$ cat src/rtl/core/rcdm_pkg.sv
// ----------------------------------------------------------------------------
// rcdm_pkg: shared constants and types of the RC differential drive mixer
// Fixed-point widths, stick scaling reciprocals, register indexes and the
// configuration bundles handed to the stick and motor units.
// ----------------------------------------------------------------------------
package rcdm_pkg;

    // Stick fractions carry this many fraction bits: 1 << FRACTION_BITS is 1.0
    localparam int FRACTION_BITS = 10;

    localparam int CH_W  = 11;  // receiver channel width
    localparam int DZ_W  = 8;   // deadzone register width
    localparam int CMD_W = 12;  // signed motor command width

    localparam logic [CH_W-1:0] STICK_MIN    = 11'd172;
    localparam logic [CH_W-1:0] STICK_MAX    = 11'd1811;
    localparam logic [CH_W-1:0] STICK_CENTER = 11'd992;

    // Scaling spans of the two stick halves
    localparam int NEG_SPAN = int'(STICK_CENTER) - int'(STICK_MIN);
    localparam int POS_SPAN = int'(STICK_MAX) - int'(STICK_CENTER);

    // Distance from centre, its shifted dividend and the reciprocal divider
    localparam int MAG_W  = CH_W;
    localparam int X_W    = MAG_W + FRACTION_BITS;
    localparam int SH     = X_W + 1;
    localparam int REC_W  = SH - 9;
    localparam int PROD_W = X_W + REC_W;
    localparam int Q_W    = PROD_W - SH;
    localparam int F_W    = Q_W + 1;
    localparam int SUM_W  = F_W + 1;
    localparam int SPD_W  = FRACTION_BITS + 1;
    localparam int GP_W   = SPD_W + CH_W;

    localparam logic [REC_W-1:0] RECIP_NEG = REC_W'((64'd1 << SH) / NEG_SPAN);
    localparam logic [REC_W-1:0] RECIP_POS = REC_W'((64'd1 << SH) / POS_SPAN);

    // Pipeline depth, input to output register
    localparam int NUM_STAGES = 6;

    // Stream word widths, whole bytes
    localparam int IN_FIELDS_W  = 3 * CH_W;
    localparam int IN_TDATA_W   = ((IN_FIELDS_W + 7) / 8) * 8;
    localparam int OUT_FIELDS_W = 2 * CMD_W + 1;
    localparam int OUT_TDATA_W  = ((OUT_FIELDS_W + 7) / 8) * 8;

    // Configuration port
    localparam int CFG_ADDR_W = 3;
    localparam int CFG_DATA_W = CH_W;

    localparam logic [CFG_ADDR_W-1:0] CFG_DEADZONE  = 3'd0;
    localparam logic [CFG_ADDR_W-1:0] CFG_GAIN      = 3'd1;
    localparam logic [CFG_ADDR_W-1:0] CFG_MIN_CMD   = 3'd2;
    localparam logic [CFG_ADDR_W-1:0] CFG_LEFT_REV  = 3'd3;
    localparam logic [CFG_ADDR_W-1:0] CFG_RIGHT_REV = 3'd4;
    localparam logic [CFG_ADDR_W-1:0] CFG_ARM_THR   = 3'd5;
    localparam logic [CFG_ADDR_W-1:0] CFG_CH_LOW    = 3'd6;
    localparam logic [CFG_ADDR_W-1:0] CFG_CH_HIGH   = 3'd7;

    localparam logic [DZ_W-1:0] RST_DEADZONE  = 8'd20;
    localparam logic [CH_W-1:0] RST_GAIN      = 11'd200;
    localparam logic [CH_W-1:0] RST_MIN_CMD   = 11'd250;
    localparam logic            RST_LEFT_REV  = 1'b0;
    localparam logic            RST_RIGHT_REV = 1'b1;
    localparam logic [CH_W-1:0] RST_ARM_THR   = 11'd1500;
    localparam logic [CH_W-1:0] RST_CH_LOW    = 11'd172;
    localparam logic [CH_W-1:0] RST_CH_HIGH   = 11'd1811;

    typedef struct packed {
        logic [DZ_W-1:0] deadzone;
        logic [CH_W-1:0] ch_low;
        logic [CH_W-1:0] ch_high;
    } t_stick_cfg;

    typedef struct packed {
        logic [CH_W-1:0] gain;
        logic [CH_W-1:0] min_cmd;
        logic            reverse;
    } t_motor_cfg;

endpackage

$ cat src/rtl/core/rcdm_stick_scale.sv
// ----------------------------------------------------------------------------
// rcdm_stick_scale: stick channel to signed fraction
// Three stages: clamp and deadzone, reciprocal multiply, quotient
// correction and sign. Each stage loads when its enable is high.
// ----------------------------------------------------------------------------
module rcdm_stick_scale (
    input  logic                                i_clk,
    input  logic [2:0]                          i_en,
    input  rcdm_pkg::t_stick_cfg                i_cfg,
    input  logic [rcdm_pkg::CH_W-1:0]           i_raw,
    output logic signed [rcdm_pkg::F_W-1:0]     o_frac
);
    import rcdm_pkg::*;

    logic [CH_W-1:0]        lo_v;
    logic [CH_W-1:0]        cl_v;
    logic signed [CH_W:0]   ctr_offs;
    logic [MAG_W-1:0]       offs_mag;

    logic [MAG_W-1:0]       r_s1_mag;
    logic                   r_s1_neg;
    logic                   r_s1_zero;

    logic [X_W-1:0]         x1;
    logic [REC_W-1:0]       recip;
    logic [PROD_W-1:0]      n_s2_prod;
    logic [PROD_W-1:0]      r_s2_prod;
    logic [X_W-1:0]         r_s2_x;
    logic                   r_s2_neg;
    logic                   r_s2_zero;

    logic [Q_W-1:0]         q_est;
    logic [X_W-1:0]         span;
    logic [X_W-1:0]         qk;
    logic [X_W-1:0]         rem;
    logic [Q_W-1:0]         q;
    logic signed [F_W-1:0]  n_s3_frac;
    logic signed [F_W-1:0]  r_s3_frac;

    // Stage 1: clamp (high bound wins), offset from centre, deadzone
    always_comb begin
        lo_v     = (i_raw < i_cfg.ch_low) ? i_cfg.ch_low : i_raw;
        cl_v     = (lo_v > i_cfg.ch_high) ? i_cfg.ch_high : lo_v;
        ctr_offs = $signed({1'b0, cl_v}) - $signed({1'b0, STICK_CENTER});
        offs_mag = ctr_offs[CH_W] ? MAG_W'(-ctr_offs) : MAG_W'(ctr_offs);
    end

    always_ff @(posedge i_clk) begin
        if (i_en[0]) begin
            r_s1_mag  <= offs_mag;
            r_s1_neg  <= ctr_offs[CH_W];
            r_s1_zero <= (offs_mag < MAG_W'(i_cfg.deadzone));
        end
    end

    // Stage 2: multiply by reciprocal of the span of this half
    always_comb begin
        x1        = {r_s1_mag, {FRACTION_BITS{1'b0}}};
        recip     = r_s1_neg ? RECIP_NEG : RECIP_POS;
        n_s2_prod = {{REC_W{1'b0}}, x1} * {{X_W{1'b0}}, recip};
    end

    always_ff @(posedge i_clk) begin
        if (i_en[1]) begin
            r_s2_prod <= n_s2_prod;
            r_s2_x    <= x1;
            r_s2_neg  <= r_s1_neg;
            r_s2_zero <= r_s1_zero;
        end
    end

    // Stage 3: estimate is low by at most one, one compare fixes it
    always_comb begin
        q_est = r_s2_prod[PROD_W-1 -: Q_W];
        span  = r_s2_neg ? X_W'(NEG_SPAN) : X_W'(POS_SPAN);
        qk    = X_W'(X_W'(q_est) * span);
        rem   = r_s2_x - qk;
        q     = q_est + Q_W'(rem >= span);
        if (r_s2_zero) begin
            n_s3_frac = '0;
        end else if (r_s2_neg) begin
            n_s3_frac = -$signed({1'b0, q});
        end else begin
            n_s3_frac = $signed({1'b0, q});
        end
    end

    always_ff @(posedge i_clk) begin
        if (i_en[2]) begin
            r_s3_frac <= n_s3_frac;
        end
    end

    assign o_frac = r_s3_frac;

endmodule

$ cat src/rtl/core/rcdm_motor_cmd.sv
// ----------------------------------------------------------------------------
// rcdm_motor_cmd: mix, clamp, gain and minimum for one motor side
// Two stages: mix and clamp to +-1.0, then gain multiply. The final
// shift, minimum raise and sign are combinational from the product.
// ----------------------------------------------------------------------------
module rcdm_motor_cmd (
    input  logic                                i_clk,
    input  logic [1:0]                          i_en,
    input  rcdm_pkg::t_motor_cfg                i_cfg,
    input  logic                                i_sub,
    input  logic signed [rcdm_pkg::F_W-1:0]     i_fwd,
    input  logic signed [rcdm_pkg::F_W-1:0]     i_trn,
    output logic signed [rcdm_pkg::CMD_W-1:0]   o_cmd
);
    import rcdm_pkg::*;

    localparam logic signed [SUM_W-1:0] ONE_P = SUM_W'(1 << FRACTION_BITS);
    localparam logic signed [SUM_W-1:0] ONE_M = -ONE_P;

    logic signed [SUM_W-1:0] sum;
    logic signed [SUM_W-1:0] spd;
    logic [SPD_W-1:0]        spd_mag;

    logic [SPD_W-1:0]        r_s4_mag;
    logic                    r_s4_neg;

    logic [GP_W-1:0]         n_s5_prod;
    logic [GP_W-1:0]         r_s5_prod;
    logic                    r_s5_neg;

    logic [CMD_W-1:0]        mag;
    logic [CMD_W-1:0]        min_ext;
    logic [CMD_W-1:0]        raised;

    // Stage 4: mix, clamp to +-1.0, split into magnitude and sign
    always_comb begin
        if (i_sub) begin
            sum = SUM_W'(i_fwd) - SUM_W'(i_trn);
        end else begin
            sum = SUM_W'(i_fwd) + SUM_W'(i_trn);
        end
        if (sum > ONE_P) begin
            spd = ONE_P;
        end else if (sum < ONE_M) begin
            spd = ONE_M;
        end else begin
            spd = sum;
        end
        spd_mag = spd[SUM_W-1] ? SPD_W'(-spd) : SPD_W'(spd);
    end

    always_ff @(posedge i_clk) begin
        if (i_en[0]) begin
            r_s4_mag <= spd_mag;
            r_s4_neg <= spd[SUM_W-1] ^ i_cfg.reverse;
        end
    end

    // Stage 5: gain multiply
    assign n_s5_prod = {{CH_W{1'b0}}, r_s4_mag} * {{SPD_W{1'b0}}, i_cfg.gain};

    always_ff @(posedge i_clk) begin
        if (i_en[1]) begin
            r_s5_prod <= n_s5_prod;
            r_s5_neg  <= r_s4_neg;
        end
    end

    // Truncate, raise small nonzero commands, apply the sign
    always_comb begin
        mag     = r_s5_prod[FRACTION_BITS +: CMD_W];
        min_ext = {1'b0, i_cfg.min_cmd};
        raised  = ((mag != '0) && (mag < min_ext)) ? min_ext : mag;
        o_cmd   = r_s5_neg ? $signed(CMD_W'(0) - raised) : $signed(raised);
    end

endmodule

$ cat src/rtl/core/rc_differential_drive_mixer_top.sv
// ----------------------------------------------------------------------------
// rc_differential_drive_mixer_top: RC stick to differential drive mixer
// Turns one receiver frame into left and right motor commands.
// ----------------------------------------------------------------------------
// Usage
//   Slave stream: one word per receiver frame, tdata carries forward_raw,
//   turn_raw and arm_raw. Master stream: one word per frame, tdata carries
//   left_command, right_command and armed.
//   The configuration port writes one register per cycle when i_cfg_we is
//   high; change it only while no frame is in flight.
//   Throughput: one word per cycle while the receiver takes words; the
//   six-stage pipeline is clamp, reciprocal multiply, quotient fix, mix,
//   gain multiply, output register.
//   Each stage has its own valid bit and loads when it is empty or the
//   stage after it moves, so bubbles close up under a stall and input is
//   still taken while a result waits at the output.
//   When the receiver stalls, the output word holds until taken; once the
//   pipeline is full, o_s_axis_tready drops.
//   Reset (synchronous, active low) empties the pipeline and loads the
//   default register values; nothing is output until a word is accepted.
// ----------------------------------------------------------------------------
module rc_differential_drive_mixer_top (
    input  logic                                i_clk,
    input  logic                                i_rst_n,
    // slave stream, tdata: forward_raw[10:0], turn_raw[21:11], arm_raw[32:22]
    input  logic                                i_s_axis_tvalid,
    output logic                                o_s_axis_tready,
    input  logic [rcdm_pkg::IN_TDATA_W-1:0]     i_s_axis_tdata,
    // master stream, tdata: left_command[11:0], right_command[23:12], armed[24]
    output logic                                o_m_axis_tvalid,
    input  logic                                i_m_axis_tready,
    output logic [rcdm_pkg::OUT_TDATA_W-1:0]    o_m_axis_tdata,
    // configuration write port
    input  logic                                i_cfg_we,
    input  logic [rcdm_pkg::CFG_ADDR_W-1:0]     i_cfg_addr,
    input  logic [rcdm_pkg::CFG_DATA_W-1:0]     i_cfg_wdata
);
    import rcdm_pkg::*;

    logic [DZ_W-1:0]            r_deadzone;
    logic [CH_W-1:0]            r_gain;
    logic [CH_W-1:0]            r_min_cmd;
    logic                       r_left_rev;
    logic                       r_right_rev;
    logic [CH_W-1:0]            r_arm_thr;
    logic [CH_W-1:0]            r_ch_low;
    logic [CH_W-1:0]            r_ch_high;

    logic [NUM_STAGES-1:0]      r_vld;
    logic [NUM_STAGES-1:0]      en;
    logic [NUM_STAGES-2:0]      r_arm;

    logic [CH_W-1:0]            in_fwd;
    logic [CH_W-1:0]            in_trn;
    logic [CH_W-1:0]            in_arm;

    t_stick_cfg                 stick_cfg;
    t_motor_cfg                 left_cfg;
    t_motor_cfg                 right_cfg;

    logic signed [F_W-1:0]      fwd_frac;
    logic signed [F_W-1:0]      trn_frac;
    logic signed [CMD_W-1:0]    left_cmd;
    logic signed [CMD_W-1:0]    right_cmd;

    logic signed [CMD_W-1:0]    r_out_left;
    logic signed [CMD_W-1:0]    r_out_right;
    logic                       r_out_armed;

    assign in_fwd = i_s_axis_tdata[CH_W-1:0];
    assign in_trn = i_s_axis_tdata[2*CH_W-1:CH_W];
    assign in_arm = i_s_axis_tdata[3*CH_W-1:2*CH_W];

    // Configuration registers
    always_ff @(posedge i_clk) begin
        if (!i_rst_n) begin
            r_deadzone  <= RST_DEADZONE;
            r_gain      <= RST_GAIN;
            r_min_cmd   <= RST_MIN_CMD;
            r_left_rev  <= RST_LEFT_REV;
            r_right_rev <= RST_RIGHT_REV;
            r_arm_thr   <= RST_ARM_THR;
            r_ch_low    <= RST_CH_LOW;
            r_ch_high   <= RST_CH_HIGH;
        end else if (i_cfg_we) begin
            case (i_cfg_addr)
                CFG_DEADZONE:  r_deadzone  <= i_cfg_wdata[DZ_W-1:0];
                CFG_GAIN:      r_gain      <= i_cfg_wdata;
                CFG_MIN_CMD:   r_min_cmd   <= i_cfg_wdata;
                CFG_LEFT_REV:  r_left_rev  <= i_cfg_wdata[0];
                CFG_RIGHT_REV: r_right_rev <= i_cfg_wdata[0];
                CFG_ARM_THR:   r_arm_thr   <= i_cfg_wdata;
                CFG_CH_LOW:    r_ch_low    <= i_cfg_wdata;
                CFG_CH_HIGH:   r_ch_high   <= i_cfg_wdata;
                default: begin
                end
            endcase
        end
    end

    assign stick_cfg = '{deadzone: r_deadzone, ch_low: r_ch_low, ch_high: r_ch_high};
    assign left_cfg  = '{gain: r_gain, min_cmd: r_min_cmd, reverse: r_left_rev};
    assign right_cfg = '{gain: r_gain, min_cmd: r_min_cmd, reverse: r_right_rev};

    // Stage enables: a stage loads when empty or when the next one moves
    always_comb begin
        en[NUM_STAGES-1] = !r_vld[NUM_STAGES-1] || i_m_axis_tready;
        for (int k = NUM_STAGES - 2; k >= 0; k--) begin
            en[k] = !r_vld[k] || en[k+1];
        end
    end

    assign o_s_axis_tready = en[0];

    // Valid bits travel with the words
    always_ff @(posedge i_clk) begin
        if (!i_rst_n) begin
            r_vld <= '0;
        end else begin
            if (en[0]) begin
                r_vld[0] <= i_s_axis_tvalid;
            end
            for (int k = 1; k < NUM_STAGES; k++) begin
                if (en[k]) begin
                    r_vld[k] <= r_vld[k-1];
                end
            end
        end
    end

    // Arm decision rides alongside the stick pipeline
    always_ff @(posedge i_clk) begin
        if (en[0]) begin
            r_arm[0] <= (in_arm > r_arm_thr);
        end
        for (int k = 1; k < NUM_STAGES - 1; k++) begin
            if (en[k]) begin
                r_arm[k] <= r_arm[k-1];
            end
        end
    end

    rcdm_stick_scale u_fwd (
        .i_clk  (i_clk),
        .i_en   (en[2:0]),
        .i_cfg  (stick_cfg),
        .i_raw  (in_fwd),
        .o_frac (fwd_frac)
    );

    rcdm_stick_scale u_trn (
        .i_clk  (i_clk),
        .i_en   (en[2:0]),
        .i_cfg  (stick_cfg),
        .i_raw  (in_trn),
        .o_frac (trn_frac)
    );

    rcdm_motor_cmd u_left (
        .i_clk  (i_clk),
        .i_en   (en[4:3]),
        .i_cfg  (left_cfg),
        .i_sub  (1'b1),
        .i_fwd  (fwd_frac),
        .i_trn  (trn_frac),
        .o_cmd  (left_cmd)
    );

    rcdm_motor_cmd u_right (
        .i_clk  (i_clk),
        .i_en   (en[4:3]),
        .i_cfg  (right_cfg),
        .i_sub  (1'b0),
        .i_fwd  (fwd_frac),
        .i_trn  (trn_frac),
        .o_cmd  (right_cmd)
    );

    // Output register, commands forced to zero when disarmed
    always_ff @(posedge i_clk) begin
        if (en[NUM_STAGES-1]) begin
            r_out_left  <= r_arm[NUM_STAGES-2] ? left_cmd  : '0;
            r_out_right <= r_arm[NUM_STAGES-2] ? right_cmd : '0;
            r_out_armed <= r_arm[NUM_STAGES-2];
        end
    end

    assign o_m_axis_tvalid = r_vld[NUM_STAGES-1];
    assign o_m_axis_tdata  = {{(OUT_TDATA_W - OUT_FIELDS_W){1'b0}},
                              r_out_armed, r_out_right, r_out_left};

endmodule

$ cat config.mk
export PLATFORM = sky130hd
export DESIGN_NAME = rc_differential_drive_mixer_top
export DESIGN_NICKNAME = d
export VERILOG_FILES = /design/src/rtl/core/rcdm_pkg.sv /design/src/rtl/core/rcdm_stick_scale.sv /design/src/rtl/core/rcdm_motor_cmd.sv /design/src/rtl/core/rc_differential_drive_mixer_top.sv
export SDC_FILE = /design/constraint.sdc
export NUM_CORES = 2
export LEC_CHECK = 0
export ABC_AREA = 1
export BUFFER_PORTS_ARGS = -buffer_cell sky130_fd_sc_hd__buf_4
export CORE_MARGIN = 2
export CORE_UTILIZATION = 66
export DETAILED_ROUTE_END_ITERATION = 10
export HOLD_SLACK_MARGIN = 0.05
export PLACE_DENSITY = 0.83
export SYNTH_ARGS = -nofsm -noshare
export SYNTH_HDL_FRONTEND = slang
export SYNTH_HIERARCHICAL = 1
export SYNTH_SLANG_ARGS = --single-unit
export TNS_END_PERCENT = 100
$ cat constraint.sdc
create_clock -name i_clk -period 7.7 [get_ports i_clk]
set_input_delay 1.54 -clock i_clk [delete_from_list [all_inputs] [get_ports i_clk]]
set_output_delay 1.54 -clock i_clk [all_outputs]
set_load 0.1 [all_outputs]
==> impl_metrics.csv <==
group,metric,value,unit
grt,grt_usage,29.42,%
critical_path,cp-start-kind,"flip-flop",
critical_path,crit_path_frequent_cell,"inv_1",
synthesis,yosysSeqAreaShare,17.98,%
floorplanning,core_area,57590,µm²
grt,grt_max_degree,67,
synthesis,synth.avg_cell_area,7.881,µm²
grt,grt_pass1_vias,30720,
drt,vias_per_cell,5.413,
cells_and_area,nets,5889,
min_path,hold_class,"reg -> reg",
min_path,min_from,"r_arm[1]",
drt,routed_wl,86690,µm
outcome,outcome,"finished, final reports clean",
critical_path,worstPathMaxFanout,5,
synthesis,synth_top_area_cell,"fa_1",
floorplanning,rows,88,
synthesis,synth_ff_type,"edfxtp_1",
sta,fin_crit,7261,ps
sta,timing_hold_violations_final,0,
synthesis,yosysTopAreaCellShare,20.80,%
min_path,whs_path_depth,0,
sta,rsz0062_at_grt,"no",
cts,cts_hold_buf,0,
sta,tns,0,ps
drt,wl_per_cell,15.22,µm
sta,worst_slack,438.5,ps
grt,antenna_found_initial,1,
synthesis,ys_types,62,
sta,min_period_over_period,94.30,%
grt,gr-total-overflow,0,
critical_path,slowest_delay,560,ps
cells_and_area,drive_gt1_share,5.781,%
cts,clk_latency,590,ps
cts,clockBufferDepth,3,
floorplanning,fp.dieW,244.9,µm
critical_path,path_class,"reg -> reg",
critical_path,cp_slowest_cell,"fa_1",
cts,htreeDepth,1,
cells_and_area,register_area,6887,µm²
cts,clock_sinks,253,
placement,dpl.hpwl,70340,µm
cts,clkSlewWorstSetupHoldPaths,60,ps
floorplanning,dieHeight,244.9,µm
cells_and_area,syn2layout_area_growth,5.533,%
sta,finalMaxSlewViolations,0,
placement,place_congestion,0.9360,
drt,drt_iter0_markers,2387,
sta,tightest_slew,1187,ps
critical_path,reg2reg_from,"u_fwd/r_s2_prod[26]",
floorplanning,ios,93,
synthesis,synthTopCellsByArea,"fa_1 (21%), ha_1 (17%), edfxtp_1 (14%), inv_1 (11%), nand2_1 (10%)",
cts,tritoncts,"built",
synthesis,synth_enable_flop_cells,182,
synthesis,synth-seq-cells,253,
critical_path,end_kind,"flip-flop",
min_path,hold_end,"r_arm[2]",
sta,setup_viol,0,
floorplanning,start_util,66.52,%
drt,vias,30840,
sta,clock_skew,26.61,ps
floorplanning,die-area,59990,µm²
drt,drc,0,
critical_path,reg2regPathDepth,31,
drt,first_pass_iters,6,
critical_path,reg2reg_to,"u_fwd/o_frac[12]",
cells_and_area,multi_input_area,26490,µm²
critical_path,crit_required,8030,ps
drt,detail-route-antenna-nets,0,
cells_and_area,nFillCells,4422,
grt,grt_pass1_wl,144600,µm
synthesis,netlist_instances,4861,
synthesis,ys_warn_count,6,
synthesis,syn_area,38310,µm²
run,cap_violations,0,
placement,pre_cts_ws,429.3,ps
sta,timing.fmax,0.1377,GHz
critical_path,rrSetupSlack,440,ps
synthesis,synthArstFlopShare,0,%
cts,numCtsBuffers,28,
cts,root_buffer,"clkbuf_16",
critical_path,cp.arrival,7590,ps
placement,port_buffers,78,
sta,max_slew_margin,20.78,%
repair_timing:
item,4_1_cts,5_1_grt
setup buffers,0,1
endpoints found under the setup margin,0,8
resized for setup,0,6
synthesized netlist by cell type (7+ instances only):
cell type / instances
buf_2: 13
a21oi_2: 10
a31oi_1: 13
nor2_1: 289
a21o_1: 18
o21ai_2: 7
xnor2_1: 50
nor2_4: 10
nand2_1: 1030
nand3b_1: 7
nand2_2: 34
buf_6: 18
o21ai_0: 85
inv_2: 23
nor2_2: 22
nand3_2: 10
fa_1: 398
clkbuf_1: 62
nand4_1: 68
nor3b_1: 7
nand2_4: 7
a211oi_1: 15
dfxtp_1: 71
nand3_1: 177
o21bai_1: 16
o21a_1: 17
o21ai_1: 36
a21oi_1: 178
edfxtp_1: 182
inv_1: 1163
nor4_1: 8
buf_4: 13
and2_1: 14
ha_1: 523
o211ai_1: 13
o31ai_1: 10
xor2_1: 127
nor3_1: 62
per-layer routing:
layer,global-route usage [%],part of all wire [%],up-vias,routed length (µm)
met5,0,0.012,-,10
met4,9.451,3.0,2,2637
li1,-,-,15090,-
met2,51.97,49,906,42700
met1,38.17,42,14680,36520
met3,2.668,5.6,154,4817
how the worst max path moves through the flow:
stage	from	end	slack, ps	cells past startpoint
after floorplan	u_fwd/r_s2_neg	u_fwd/o_frac[12]	960	35
after global placement	u_trn/r_s2_neg	u_trn/o_frac[12]	630	34
after detailed placement	u_trn/r_s2_neg	u_trn/o_frac[12]	430	38
after CTS	u_trn/r_s2_neg	u_trn/o_frac[12]	400	38
after global routing	u_fwd/r_s2_neg	u_fwd/o_frac[12]	30	37
final	u_fwd/r_s2_prod[26]	u_fwd/o_frac[12]	440	31
stage by stage:
stage | instance area [µm²] | hold slack [ps] | util (%) | instances
floorplan | 38450 | 400.3 | - | 4899
global placement | 39460 | 401.6 | 68.53 | 5643
detailed placement | 39460 | 407.4 | 68.53 | 5643
CTS | 40400 | 423.5 | 70.15 | 5694
global route | 40430 | 423.2 | 70.20 | 5695
finish | 40430 | 423.0 | 70.20 | 5696
cells in the final DEF, fill, tap and decap left out, types with 7 or more instances in the layout:
| cell type | count |
|---|---|
| nor4_1 | 8 |
| ha_1 | 523 |
| inv_1 | 1163 |
| a21oi_1 | 177 |
| xor2_1 | 127 |
| o21a_1 | 17 |
| o21bai_1 | 16 |
| o21ai_0 | 85 |
| nand4_1 | 68 |
| nor2_4 | 10 |
| clkbuf_16 | 29 |
| a211oi_1 | 15 |
| inv_2 | 23 |
| a31oi_1 | 13 |
| o21ai_1 | 36 |
| conb_1 | 44 |
| nor3b_1 | 7 |
| fa_1 | 398 |
| xnor2_1 | 50 |
| nand3b_1 | 7 |
| nor2_1 | 286 |
| nor3_1 | 60 |
| o31ai_1 | 10 |
| nand3_1 | 176 |
| nor2_2 | 25 |
| nand2_4 | 7 |
| buf_4 | 92 |
| nand3_2 | 11 |
| a21oi_2 | 11 |
| and2_1 | 14 |
| nand2_2 | 34 |
| nand2_1 | 1030 |
| edfxtp_1 | 182 |
| a21o_1 | 18 |
| dfxtp_1 | 71 |
| o21ai_2 | 7 |
| o211ai_1 | 13 |
sequential cells by signal, summed over array words and instances (netlist names), 12 cells and up:
register           cells
u_trn/o_frac          13
r_out_right           12
u_right/r_s5_prod     12
u_fwd/o_frac          13
u_left/r_s5_prod      12
r_out_left            12
u_fwd/r_s2_prod       12
u_trn/r_s2_prod       12
cell families (layout without fill, tap and decap cells):
logic type / count (synthesis) / in the layout / share of synthesized area (%)
compound gates: 440 / 440 / 6.794
xor+xnor: 178 / 178 / 4.089
simple gates: 1762 / 1762 / 19.88
fa+ha+maj: 921 / 921 / 37.88
other cells: 6 / 45 / 0.05879
flops: 253 / 253 / 17.98
buf+inv: 1301 / 1332 / 13.32
worst max-delay path, delay by kind of cell, from the launching register on:
kind	cells	cell delay (ps)
AOI/OAI and AO/OA	3	650
xor gates and xnor gates	1	150
adders and majority gates	9	3550
buffers and inverters	8	570
DFF	1	480
and+or+nand+nor	10	1630
final cells by class:
class | count | area share [%]
repair buffers | 92 | 1.708
inverters | 1189 | 11.05
clock buffers | 35 | 1.925
flip-flops and latches | 253 | 17.03
well taps | 765 | 2.368
diodes | 1 | 0.006190
multi-input cells | 3345 | 65.52
clock inverters | 16 | 0.3900
Power is left out: the tool's default activity adds up to more than one toggle a clock period on the data nets, which glitch-free logic cannot reach.
